**config.mk**
```make
export PLATFORM = sky130hd
export DESIGN_NAME = session_date_time_reporter
export DESIGN_NICKNAME = d
export VERILOG_FILES = /design/src/sv/sdtr_pkg.sv /design/src/sv/sdtr_front.sv /design/src/sv/sdtr_back.sv /design/src/sv/session_date_time_reporter.sv
export SDC_FILE = /design/constraint.sdc
export NUM_CORES = 1
export LEC_CHECK = 0
export ABC_AREA = 1
export BUFFER_PORTS_ARGS = -buffer_cell sky130_fd_sc_hd__buf_2
export CAP_MARGIN = 25
export CORE_MARGIN = 2
export CORE_UTILIZATION = 40
export DETAILED_ROUTE_END_ITERATION = 8
export PLACE_DENSITY = 0.68
export SLEW_MARGIN = 20
export SYNTH_ARGS = -nofsm -noshare
export SYNTH_HDL_FRONTEND = slang
export SYNTH_SLANG_ARGS = --single-unit
```
**constraint.sdc**
```tcl
create_clock -name clk -period 9.1 [get_ports clk]
set_input_delay 0.91 -clock clk [delete_from_list [all_inputs] [get_ports clk]]
set_output_delay 0.91 -clock clk [all_outputs]
set_load 0.01 [all_outputs]
```
**src/sv/sdtr_pkg.sv**
```systemverilog
// Shared types, codes and constants of the session date-time reporter.
// Used by sdtr_front, sdtr_back and session_date_time_reporter; no dependencies.
`timescale 1ns / 1ps

package sdtr_pkg;

  localparam int SLOTS       = 8;
  localparam int SLOT_W      = (SLOTS > 1) ? $clog2(SLOTS) : 1;
  localparam int MAX_RESULTS = 8;
  localparam int CNT_W       = $clog2(MAX_RESULTS + 1);
  localparam int QDEPTH      = 2;
  localparam int QPTR_W      = (QDEPTH > 1) ? $clog2(QDEPTH) : 1;
  localparam int QCNT_W      = $clog2(QDEPTH + 1);

  localparam logic [1:0] OP_OPEN  = 2'd0;
  localparam logic [1:0] OP_CLOSE = 2'd1;
  localparam logic [1:0] OP_ENQ   = 2'd2;
  localparam logic [1:0] OP_TICK  = 2'd3;

  localparam logic [1:0] ST_OK      = 2'd0;
  localparam logic [1:0] ST_FULL    = 2'd1;
  localparam logic [1:0] ST_UNKNOWN = 2'd2;

  localparam logic KIND_REPLY  = 1'b0;
  localparam logic KIND_STATUS = 1'b1;

  localparam logic [2:0] CL_OPEN   = 3'd0;
  localparam logic [2:0] CL_CLOSE  = 3'd1;
  localparam logic [2:0] CL_ENQ    = 3'd2;
  localparam logic [2:0] CL_TICK   = 3'd3;
  localparam logic [2:0] CL_REJECT = 3'd4;

  typedef struct packed {
    logic [2:0]  cls;
    logic [15:0] session;
    logic [7:0]  interval;
    logic [15:0] mjd;
    logic [5:0]  hour_bcd;
    logic [6:0]  minute_bcd;
    logic [6:0]  second_bcd;
  } entry_t;

  function automatic logic [6:0] to_bcd(input logic [5:0] v);
    logic [2:0] t;
    logic [5:0] u;
    if (v >= 6'd60)      t = 3'd6;
    else if (v >= 6'd50) t = 3'd5;
    else if (v >= 6'd40) t = 3'd4;
    else if (v >= 6'd30) t = 3'd3;
    else if (v >= 6'd20) t = 3'd2;
    else if (v >= 6'd10) t = 3'd1;
    else                 t = 3'd0;
    u = v - (6'(t) * 6'd10);
    return {t, u[3:0]};
  endfunction

endpackage

```
**src/sv/sdtr_front.sv**
```systemverilog
// Front end: takes requests, classifies them, converts time to BCD and queues them;
// ticks without valid time are dropped. Depends on sdtr_pkg.
`timescale 1ns / 1ps

module sdtr_front (
  input  logic                clk,
  input  logic                rst,
  input  logic                start,
  input  logic [1:0]          op,
  input  logic [15:0]         session,
  input  logic [7:0]          interval,
  input  logic                has_interval,
  input  logic                time_valid,
  input  logic [15:0]         mjd,
  input  logic [4:0]          hour,
  input  logic [5:0]          minute,
  input  logic [5:0]          second,
  input  logic                pop,
  output logic                busy,
  output logic                q_valid,
  output sdtr_pkg::entry_t    q_entry
);

  sdtr_pkg::entry_t              entries [sdtr_pkg::QDEPTH];
  sdtr_pkg::entry_t              req;
  logic [sdtr_pkg::QPTR_W-1:0]   wr_ptr;
  logic [sdtr_pkg::QPTR_W-1:0]   rd_ptr;
  logic [sdtr_pkg::QCNT_W-1:0]   count;
  logic                          accept;
  logic                          push;
  logic                          do_pop;

  assign busy    = (count == sdtr_pkg::QCNT_W'(sdtr_pkg::QDEPTH));
  assign q_valid = (count != '0);
  assign q_entry = entries[rd_ptr];
  assign accept  = start && !busy;
  // drop ticks without valid time here: they cause nothing
  assign push    = accept && !(op == sdtr_pkg::OP_TICK && !time_valid);
  assign do_pop  = pop && q_valid;

  always_comb begin
    req.session    = session;
    req.interval   = has_interval ? interval : 8'd0;
    req.mjd        = time_valid ? mjd : 16'd0;
    req.hour_bcd   = time_valid ? 6'(sdtr_pkg::to_bcd({1'b0, hour})) : 6'd0;
    req.minute_bcd = time_valid ? sdtr_pkg::to_bcd(minute) : 7'd0;
    req.second_bcd = time_valid ? sdtr_pkg::to_bcd(second) : 7'd0;
    unique case (op)
      sdtr_pkg::OP_OPEN:  req.cls = (session == 16'd0) ? sdtr_pkg::CL_REJECT
                                                       : sdtr_pkg::CL_OPEN;
      sdtr_pkg::OP_CLOSE: req.cls = (session == 16'd0) ? sdtr_pkg::CL_REJECT
                                                       : sdtr_pkg::CL_CLOSE;
      sdtr_pkg::OP_ENQ:   req.cls = (session == 16'd0) ? sdtr_pkg::CL_REJECT
                                                       : sdtr_pkg::CL_ENQ;
      default:            req.cls = sdtr_pkg::CL_TICK;
    endcase
  end

  always_ff @(posedge clk) begin
    if (rst) begin
      wr_ptr <= '0;
      rd_ptr <= '0;
      count  <= '0;
    end else begin
      if (push) begin
        entries[wr_ptr] <= req;
        wr_ptr <= (wr_ptr == sdtr_pkg::QPTR_W'(sdtr_pkg::QDEPTH - 1)) ? '0
                  : wr_ptr + sdtr_pkg::QPTR_W'(1);
      end
      if (do_pop) begin
        rd_ptr <= (rd_ptr == sdtr_pkg::QPTR_W'(sdtr_pkg::QDEPTH - 1)) ? '0
                  : rd_ptr + sdtr_pkg::QPTR_W'(1);
      end
      if (push && !do_pop) count <= count + sdtr_pkg::QCNT_W'(1);
      else if (!push && do_pop) count <= count - sdtr_pkg::QCNT_W'(1);
    end
  end

endmodule

```
**src/sv/sdtr_back.sv**
```systemverilog
// Back end: holds the session slot table and walks it one slot per cycle
// to carry out queued requests and emit results. Depends on sdtr_pkg.
`timescale 1ns / 1ps

module sdtr_back (
  input  logic                clk,
  input  logic                rst,
  input  logic                q_valid,
  input  sdtr_pkg::entry_t    q_entry,
  output logic                pop,
  output logic                strobe,
  output logic                kind,
  output logic [15:0]         reply_session,
  output logic [15:0]         reply_mjd,
  output logic [5:0]          hour_bcd,
  output logic [6:0]          minute_bcd,
  output logic [6:0]          second_bcd,
  output logic [1:0]          status,
  output logic                last
);

  localparam logic [1:0] S_IDLE  = 2'd0;
  localparam logic [1:0] S_WALK  = 2'd1;
  localparam logic [1:0] S_FLUSH = 2'd2;

  logic [1:0]                  state;
  logic [sdtr_pkg::SLOT_W-1:0] idx;
  sdtr_pkg::entry_t            cur;
  logic                        held_valid;
  logic [15:0]                 held_session;
  logic [sdtr_pkg::CNT_W-1:0]  cnt;
  logic [15:0]                 slot_session  [sdtr_pkg::SLOTS];
  logic [7:0]                  slot_interval [sdtr_pkg::SLOTS];
  logic [7:0]                  slot_elapsed  [sdtr_pkg::SLOTS];

  logic        at_end, hit_free, hit_match, armed, due;
  logic [7:0]  el_inc;
  logic        e_en, e_kind, e_last, done, wr_en, hold_en;
  logic [15:0] e_sess;
  logic [1:0]  e_status;
  logic [15:0] wr_sess;
  logic [7:0]  wr_ivl, wr_el;

  assign pop       = (state == S_IDLE) && q_valid;
  assign at_end    = (idx == sdtr_pkg::SLOT_W'(sdtr_pkg::SLOTS - 1));
  assign hit_free  = (slot_session[idx] == 16'd0);
  assign hit_match = (slot_session[idx] == cur.session);
  assign armed     = !hit_free && (slot_interval[idx] != 8'd0);
  assign el_inc    = slot_elapsed[idx] + 8'd1;
  assign due       = armed && (el_inc >= slot_interval[idx]);

  always_comb begin
    e_en     = 1'b0;
    e_kind   = sdtr_pkg::KIND_STATUS;
    e_sess   = cur.session;
    e_status = sdtr_pkg::ST_OK;
    e_last   = 1'b1;
    done     = 1'b0;
    wr_en    = 1'b0;
    wr_sess  = slot_session[idx];
    wr_ivl   = slot_interval[idx];
    wr_el    = slot_elapsed[idx];
    hold_en  = 1'b0;
    unique case (state)
      S_WALK: begin
        unique case (cur.cls)
          sdtr_pkg::CL_OPEN: begin
            if (hit_free) begin
              wr_en   = 1'b1;
              wr_sess = cur.session;
              wr_ivl  = 8'd0;
              wr_el   = 8'd0;
              e_en    = 1'b1;
              done    = 1'b1;
            end else if (at_end) begin
              e_en     = 1'b1;
              e_status = sdtr_pkg::ST_FULL;
              done     = 1'b1;
            end
          end
          sdtr_pkg::CL_CLOSE: begin
            if (hit_match) begin
              wr_en   = 1'b1;
              wr_sess = 16'd0;
              wr_ivl  = 8'd0;
              wr_el   = 8'd0;
              e_en    = 1'b1;
              done    = 1'b1;
            end else if (at_end) begin
              e_en     = 1'b1;
              e_status = sdtr_pkg::ST_UNKNOWN;
              done     = 1'b1;
            end
          end
          sdtr_pkg::CL_ENQ: begin
            if (hit_match) begin
              wr_en  = 1'b1;
              wr_ivl = cur.interval;
              wr_el  = 8'd0;
              e_en   = 1'b1;
              e_kind = sdtr_pkg::KIND_REPLY;
              done   = 1'b1;
            end else if (at_end) begin
              e_en     = 1'b1;
              e_status = sdtr_pkg::ST_UNKNOWN;
              done     = 1'b1;
            end
          end
          sdtr_pkg::CL_TICK: begin
            if (armed) begin
              wr_en = 1'b1;
              wr_el = due ? (el_inc - slot_interval[idx]) : el_inc;
            end
            // hold each due reply until the next one shows whether it is last
            if (due && cnt < sdtr_pkg::CNT_W'(sdtr_pkg::MAX_RESULTS)) begin
              hold_en = 1'b1;
              if (held_valid) begin
                e_en   = 1'b1;
                e_kind = sdtr_pkg::KIND_REPLY;
                e_sess = held_session;
                e_last = 1'b0;
              end
            end
            done = at_end;
          end
          default: begin
            e_en     = 1'b1;
            e_status = sdtr_pkg::ST_UNKNOWN;
            done     = 1'b1;
          end
        endcase
      end
      S_FLUSH: begin
        if (held_valid) begin
          e_en   = 1'b1;
          e_kind = sdtr_pkg::KIND_REPLY;
          e_sess = held_session;
        end
      end
      default: begin
      end
    endcase
  end

  always_ff @(posedge clk) begin
    if (rst) begin
      state      <= S_IDLE;
      idx        <= '0;
      held_valid <= 1'b0;
      cnt        <= '0;
      strobe     <= 1'b0;
      for (int i = 0; i < sdtr_pkg::SLOTS; i++) begin
        slot_session[i]  <= 16'd0;
        slot_interval[i] <= 8'd0;
        slot_elapsed[i]  <= 8'd0;
      end
    end else begin
      strobe <= e_en;
      if (e_en) begin
        kind          <= e_kind;
        reply_session <= e_sess;
        status        <= (e_kind == sdtr_pkg::KIND_STATUS) ? e_status : sdtr_pkg::ST_OK;
        last          <= e_last;
        reply_mjd     <= (e_kind == sdtr_pkg::KIND_REPLY) ? cur.mjd : 16'd0;
        hour_bcd      <= (e_kind == sdtr_pkg::KIND_REPLY) ? cur.hour_bcd : 6'd0;
        minute_bcd    <= (e_kind == sdtr_pkg::KIND_REPLY) ? cur.minute_bcd : 7'd0;
        second_bcd    <= (e_kind == sdtr_pkg::KIND_REPLY) ? cur.second_bcd : 7'd0;
      end
      if (wr_en) begin
        slot_session[idx]  <= wr_sess;
        slot_interval[idx] <= wr_ivl;
        slot_elapsed[idx]  <= wr_el;
      end
      if (hold_en) begin
        held_valid   <= 1'b1;
        held_session <= slot_session[idx];
        cnt          <= cnt + sdtr_pkg::CNT_W'(1);
      end
      unique case (state)
        S_IDLE: begin
          if (q_valid) begin
            cur        <= q_entry;
            idx        <= '0;
            held_valid <= 1'b0;
            cnt        <= '0;
            state      <= S_WALK;
          end
        end
        S_WALK: begin
          if (done) begin
            state <= (cur.cls == sdtr_pkg::CL_TICK) ? S_FLUSH : S_IDLE;
          end else begin
            idx <= idx + sdtr_pkg::SLOT_W'(1);
          end
        end
        S_FLUSH: begin
          state <= S_IDLE;
        end
        default: begin
          state <= S_IDLE;
        end
      endcase
    end
  end

endmodule

```
**src/sv/session_date_time_reporter.sv**
```systemverilog
// Top level of the session date-time reporter: front end with request queue
// and back end with the slot table. Depends on sdtr_pkg, sdtr_front, sdtr_back.
//
// Usage: drive op, session, interval, has_interval, time_valid, mjd, hour,
// minute and second with start high; the request is taken at a clock edge
// where busy is low. Open, close and enquiry give exactly one result; a
// one-second tick with valid time gives one reply per slot that comes due
// (none if nothing is due); a tick with invalid time is taken and dropped.
// Each result shows on the result ports for one cycle with strobe high;
// last marks the final result of a request. The receiver cannot stall.
// Requests pass through a two-entry queue; busy is high while it is full.
// The back end walks the slot table one slot per cycle. Open, close and
// enquiry stop at the slot they hit or at the last slot; a rejected request
// stops at the first slot; a tick walks every slot and then passes through a
// flush state that emits its last held reply, if any. The back end takes the
// next request from the queue only once it is back in idle after the last.
// Reset (rst, synchronous) empties the queue and frees all slots.
`timescale 1ns / 1ps

module session_date_time_reporter (
  input  logic        clk,
  input  logic        rst,
  input  logic        start,
  output logic        busy,
  input  logic [1:0]  op,
  input  logic [15:0] session,
  input  logic [7:0]  interval,
  input  logic        has_interval,
  input  logic        time_valid,
  input  logic [15:0] mjd,
  input  logic [4:0]  hour,
  input  logic [5:0]  minute,
  input  logic [5:0]  second,
  output logic        strobe,
  output logic        kind,
  output logic [15:0] reply_session,
  output logic [15:0] reply_mjd,
  output logic [5:0]  hour_bcd,
  output logic [6:0]  minute_bcd,
  output logic [6:0]  second_bcd,
  output logic [1:0]  status,
  output logic        last
);

  logic             q_valid;
  logic             pop;
  sdtr_pkg::entry_t q_entry;

  sdtr_front u_front (
    .clk          (clk),
    .rst          (rst),
    .start        (start),
    .op           (op),
    .session      (session),
    .interval     (interval),
    .has_interval (has_interval),
    .time_valid   (time_valid),
    .mjd          (mjd),
    .hour         (hour),
    .minute       (minute),
    .second       (second),
    .pop          (pop),
    .busy         (busy),
    .q_valid      (q_valid),
    .q_entry      (q_entry)
  );

  sdtr_back u_back (
    .clk           (clk),
    .rst           (rst),
    .q_valid       (q_valid),
    .q_entry       (q_entry),
    .pop           (pop),
    .strobe        (strobe),
    .kind          (kind),
    .reply_session (reply_session),
    .reply_mjd     (reply_mjd),
    .hour_bcd      (hour_bcd),
    .minute_bcd    (minute_bcd),
    .second_bcd    (second_bcd),
    .status        (status),
    .last          (last)
  );

endmodule
```
### Yosys cells after proc, flatten, opt, wreduce, memory -nomap -nowiden

Memory sizes are Yosys's and may differ from the RTL's. A register that Yosys moved wholly into a read port is not among the register bits.
Index checks and enable logic that the tools add are counted.
W data, S select, Z words.

| storage, ports and cells | value |
|---|---|
| flip-flop bits (word level) | 87 |
| RAM bits | 382 |
| input bits | 64 |
| memories | 4 |

| operators by class | value |
|---|---|
| add/subtract/negate cells | 11 |
| $mul | 3 |
| $lt $le $gt $ge | 20 |
| eq/ne operators | 14 |
| muxes and demuxes | 113 |
| bitwise operators | 1 |
| reductions and logical operators | 36 |

Memory list:

| memory | words | bits a word | read ports | clocked after memory_dff | write ports | RTL line | RTL |
|---|---|---|---|---|---|---|---|
| u_back.slot_session | 8 | 16 | 1 | 1 | 8 | sdtr_back.sv:32 | `logic [15:0] slot_session [sdtr_pkg::SLOTS];` |
| u_front.entries | 2 | 63 | 1 | 1 | 1 | sdtr_front.sv:24 | `sdtr_pkg::entry_t entries [sdtr_pkg::QDEPTH];` |
| u_back.slot_elapsed | 8 | 8 | 1 | 1 | 8 | sdtr_back.sv:34 | `logic [7:0] slot_elapsed [sdtr_pkg::SLOTS];` |
| u_back.slot_interval | 8 | 8 | 1 | 1 | 8 | sdtr_back.sv:33 | `logic [7:0] slot_interval [sdtr_pkg::SLOTS];` |

Operators with widths:

| cell | count |
|---|---|
| $mux W16 | 8 |
| $mux W8 | 12 |
| $mux W3 | 29 |
| $pmux W16 S2 | 2 |
| $pmux W8 S3 | 2 |
| $ge A6 B6 Y1 const B | 6 |
| $mux W1 | 36 |
| $logic_not A16 Y1 | 2 |
| $ge A6 B5 Y1 const B | 4 |
| $ge A5 B6 Y1 const B | 3 |
| $eq A16 B16 Y1 | 1 |
| $mux W2 | 8 |
| $reduce_or A16 Y1 | 1 |
| $reduce_or A8 Y1 | 2 |
| $mux W7 | 2 |
| $ge A6 B4 Y1 const B | 2 |
| $mux W4 | 3 |
| $sub A4 B4 Y4 | 3 |
| $ge A5 B5 Y1 const B | 2 |
| $logic_and A1 B1 Y1 | 10 |
| $reduce_and A2 Y1 | 5 |
| $mul A3 B3 Y3 const B | 3 |
| $pmux W1 S3 | 3 |
| $pmux W3 S3 | 1 |
| 30 further kinds | 48 |

### Logic depth before layout (Yosys ltp)

| depth | value |
|---|---|
| depth in word-level cells | 11 |
| depth in mapped cells | 28 |

### By module

From an unflattened synthesis, not the netlist that was laid out.

| unflattened totals | value |
|---|---|
| cell total of the unflattened synthesis | 2474 |
| area total of the unflattened synthesis | 25049.0 um2 |

Modules (own cells, without submodules):

| module | times used | cells each | area an instance (um2) |
|---|---|---|---|
| sdtr_back | 1 | 2071 | 19477.4 |
| sdtr_front | 1 | 403 | 5571.6 |

### Worst setup path after synthesis

Ideal clock, no wire load.

| timing | value |
|---|---|
| kind | input to register |
| from | input port start |
| to | memory u_front.entries[1][0] in the netlist's numbering (enable) |
| arrival | 5.500 ns |
| data required time | 8.539 ns |
| path slack | 3.039 ns |
| cell stages on the path | 5 |
| path buffers | 0 |
| path through | inv_1 > nor2_1 > o21a_1 > inv_1 > nor3_1 |

| on the way | value |
|---|---|
| cells in the longest elaborated chain, start to end | 5 |

Ends and longest elaborated chain:

| item | RTL line | RTL |
|---|---|---|
| from (decl) | session_date_time_reporter.sv:23 | `input logic start,` |
| $logic_and A1 B1 Y1 | sdtr_front.sv:36 | `assign accept = start && !busy;` |
| $logic_and A1 B1 Y1 | sdtr_front.sv:38 | `assign push = accept && !(op == sdtr_pkg::OP_TICK && !time_valid);` |
| via u_front.push | sdtr_front.sv:30 | `logic push;` |
| $mux W1 | sdtr_front.sv:65 | `if (push) begin` |
| $mux W1 | sdtr_front.sv:60 | `if (rst) begin` |
| $mux W1 (implied by the code) | sdtr_front.sv:66 | `entries[wr_ptr] <= req;` |
| to (decl) | sdtr_front.sv:24 |  |

The timed path passes the listed nets, and every way through them passes these cells.

==> flow_metrics.env <==
export IMPL_cap_violations=0
export IMPL_cp_required_ps=9380
export IMPL_io_buffers=121
export IMPL_io_pins=122
export IMPL_path_depth=26
export IMPL_placed_cell_area_sq_um=26000
export IMPL_timing_rr_end="u_back.reply_session[9]"
export IMPL_root_buffer="clkbuf_16"
export IMPL_status="finished, final reports clean"
export IMPL_report_final_setup_viol=0
export IMPL_seq_area_frac_synth=0.644
export IMPL_wl_met3_um=4350
export IMPL_critPathBufInv=7
export IMPL_grt_usage=0.189
export IMPL_cts_resized=0
export IMPL_postLayoutCellArea_sq_um=27800
export IMPL_hold_viol=0
export IMPL_skew_ps=10.2
export IMPL_diodes=0
export IMPL_slowest_stage="dfxtp_4"
export IMPL_vias=17695
export IMPL_cts_made_buffers=53
export IMPL_synth_top_family_by_area="simple AND/OR/NAND/NOR gates"
export IMPL_die_h_um=252
export IMPL_cpLargestDelayFamily="buffers and inverters"
export IMPL_min_from="u_front.wr_ptr"
export IMPL_ir_drop_v=0.000171
export IMPL_p_per_area_nw_per_um2=271
export IMPL_ys_warn_count=0
export IMPL_synth_cell_types=41
export IMPL_hold_class="reg -> reg"
export IMPL_core_sq_um=61400
export IMPL_final_nets=2738
export IMPL_post_cts_buffers=0
export IMPL_routed_top_layer="met5"
export IMPL_fmax_mhz=143
export IMPL_synth_simple_area_share=0.214
export IMPL_crit_fanout=79
export IMPL_path_common_cell="nand2_1"
export IMPL_cts_sinks=535
export IMPL_clock_latency_ps=600
export IMPL_avgViaCountPerCell=5.08
export IMPL_final_max_slew_viol_count=0
export IMPL_fin_tns_setup_ps=0
export IMPL_syn2layout_area_growth_pct=12.7
export IMPL_synth_top_cell_by_area="edfxtp_1"
export IMPL_drtIter0Drc=1792
export IMPL_max_slew_margin_rel=0.322
export IMPL_synth_cells=2556
export IMPL_rows=91
export IMPL_holdPathStages=2
export IMPL_cts_tree="yes"
export IMPL_syn_area_per_cell_sq_um=9.66
export IMPL_htreeDepth=2
export IMPL_ant_nets=0
export IMPL_reg2reg_slack_ps=2080
export IMPL_synthXorXnorAreaFrac=0.00426
export IMPL_drc=0
export IMPL_critical_path_arrival_ps=7300
export IMPL_syn_area_sq_um=24700
export IMPL_start_util=0.402
export IMPL_cts_hold_buf=0
export IMPL_synth_top_area_share=0.629
export IMPL_dieWidth_um=252
export IMPL_timing_hold_ws_ps=481
export IMPL_tightest_slew_ps=1010
export IMPL_dp_hpwl_um=36400
export IMPL_synthMuxAreaShare=0
export IMPL_firstDrtPassIters=7
export IMPL_synthAdderAreaFrac=0.0126
export IMPL_yosys_top_cells_area="edfxtp_1, nand2_1, nor2_1"
export IMPL_clockBufferDepth=3
export IMPL_grt_max_degree=80
export IMPL_grt_pass1_vias=16801
export IMPL_wl_um=60000
export IMPL_wl_met1_um=26000
export IMPL_die_area_sq_um=63700
export IMPL_post_route_period_util=0.771
export IMPL_synth_seq_cells=535
export IMPL_cp_start_kind="flop"
export IMPL_p_total_mw=7.53
export IMPL_criticalPathCategory="reg -> reg"
export IMPL_fill_cells=5635
export IMPL_gr_total_overflow=0
export IMPL_path_clk_slew_ps=60
export IMPL_cp_end_kind="flop"
export IMPL_drive_above_1_share=0.104
export IMPL_p_leak_nw=11.6
export IMPL_hold_end="u_front.wr_ptr"
export IMPL_cpPeakStageDelay_ps=880
export IMPL_fin_crit_ps=7020
export IMPL_place_gp_congestion=0.886
export IMPL_reg2reg_depth=26
export IMPL_synth_compound_area_frac=0.0569
export IMPL_synth_fp_nets=2643
export IMPL_antenna_found_initial=1
export IMPL_route_met2_wl_um=28200
export IMPL_wl_per_cell_um=17.2
export IMPL_grt_pass1_wl_um=93600
export IMPL_rsz0062_at_grt="no"
-- registers in the layout (all words and copies together) (netlist names), named ones only --
signal                flops
u_back.status             2
u_back.hour_bcd           6
u_front.entries         126
u_back.idx                3
u_back.slot_interval     64
u_back.slot_session     128
u_front.count             2
u_front.wr_ptr            1
u_back.second_bcd         7
u_back.state              2
u_back.last               1
u_back.held_session      16
u_back.cnt                4
u_back.reply_mjd         16
u_back.slot_elapsed      64
u_front.rd_ptr            1
u_back.kind               1
u_back.cur               63
u_back.strobe             1
u_back.held_valid         1
u_back.reply_session     16
u_back.minute_bcd         7
-- Yosys cell counts, drive strengths merged --
| cell | n |
|---|---|
| o211a | 1 |
| dfxtp | 18 |
| xor2 | 8 |
| o21ai | 122 |
| nor4 | 6 |
| fa | 3 |
| a21oi | 81 |
| and2 | 1 |
| inv | 300 |
| a31oi | 3 |
| nor2 | 486 |
| nand2 | 652 |
| buf | 39 |
| a32oi | 1 |
| or2 | 17 |
| a211oi | 3 |
| nor3b | 1 |
| a32o | 2 |
| o22ai | 13 |
| o211ai | 1 |
| nand3 | 144 |
| o311ai | 1 |
| nand4 | 11 |
| xnor2 | 4 |
| edfxtp | 517 |
| clkbuf | 76 |
| clkinv | 1 |
| nor3 | 8 |
| ha | 20 |
| o21a | 2 |
| a22oi | 13 |
| o31a | 1 |
-- cell families (layout without fill, tap and decap cells) --
kind of cell	count (synthesis)	after routing
and+or+nand+nor	1326	1326
DFF	535	535
buffers and inverters	416	553
AOI/OAI and AO/OA	244	244
adders and majority gates	23	23
xor gates and xnor gates	12	12
-- through the flow --
step | setup slack, ps | util | instances
2_1_floorplan | 3040 | - | 2556
3_5_place_dp | 2060 | 0.424 | 3382
5_1_grt | 1300 | 0.453 | 3483
6_report | 2080 | 0.453 | 3483
3_3_place_gp | 2180 | 0.423 | 3379
4_1_cts | 2040 | 0.452 | 3479
-- worst min-delay path: cells and delay by family (launching register included) --
family,cells,cell delay (ps)
AND/OR/NAND/NOR,1,70
flip-flops,1,310
AO/OA/AOI/OAI,1,50
-- area by class of cell --
cell class,count,area (sq um),share of cell area
clock buffers,70,1430,0.0514
clock inverters,27,255,0.00918
inverters,301,1130,0.0407
multi-input cells,1605,7150,0.257
flip-flops and latches,535,15900,0.572
well taps,790,988,0.0356
repair buffers,155,955,0.0343
-- how the worst max path moves through the flow --
stage	from	endpoint	slack [ps]
2_1_floorplan	start	u_front.entries[1][0]	3040
3_3_place_gp	flop	u_back.reply_session[9]	2180
3_5_place_dp	flop	u_back.reply_session[9]	2060
4_1_cts	flop	u_back.reply_session[14]	2040
5_1_grt	flop	u_back.reply_session[9]	1300
6_report	flop	u_back.reply_session[9]	2080
-- where the power goes --
part	internal, mW	total, mW	switching [mW]
Combinational	0.636	2.26	1.62
Clock	1.24	2.16	0.916
Sequential	2.98	3.11	0.127
-- per-layer routing --
| metal | vias up | global-route usage |
|---|---|---|
| li1 | 8553 | - |
| met1 | 8391 | 0.260 |
| met2 | 649 | 0.303 |
| met3 | 100 | 0.0314 |
| met4 | 2 | 0.0639 |
| met5 | - | 0 |
-- layout by cell type, fill, tap and decap left out, types with 13 or more instances in the layout --
cell	netlist	layout
nand2_1	650	642
edfxtp_1	517	517
nor2_1	484	482
inv_1	297	295
nand3_1	142	142
buf_2	16	121
o21ai_0	120	120
a21oi_1	73	73
clkbuf_16	0	53
buf_4	13	27
ha_1	20	20
or2_2	17	17
dfxtp_1	18	15
o22ai_1	13	13
a22oi_1	13	13
clkbuf_1	76	13
(Power assumes the default switching activity.)
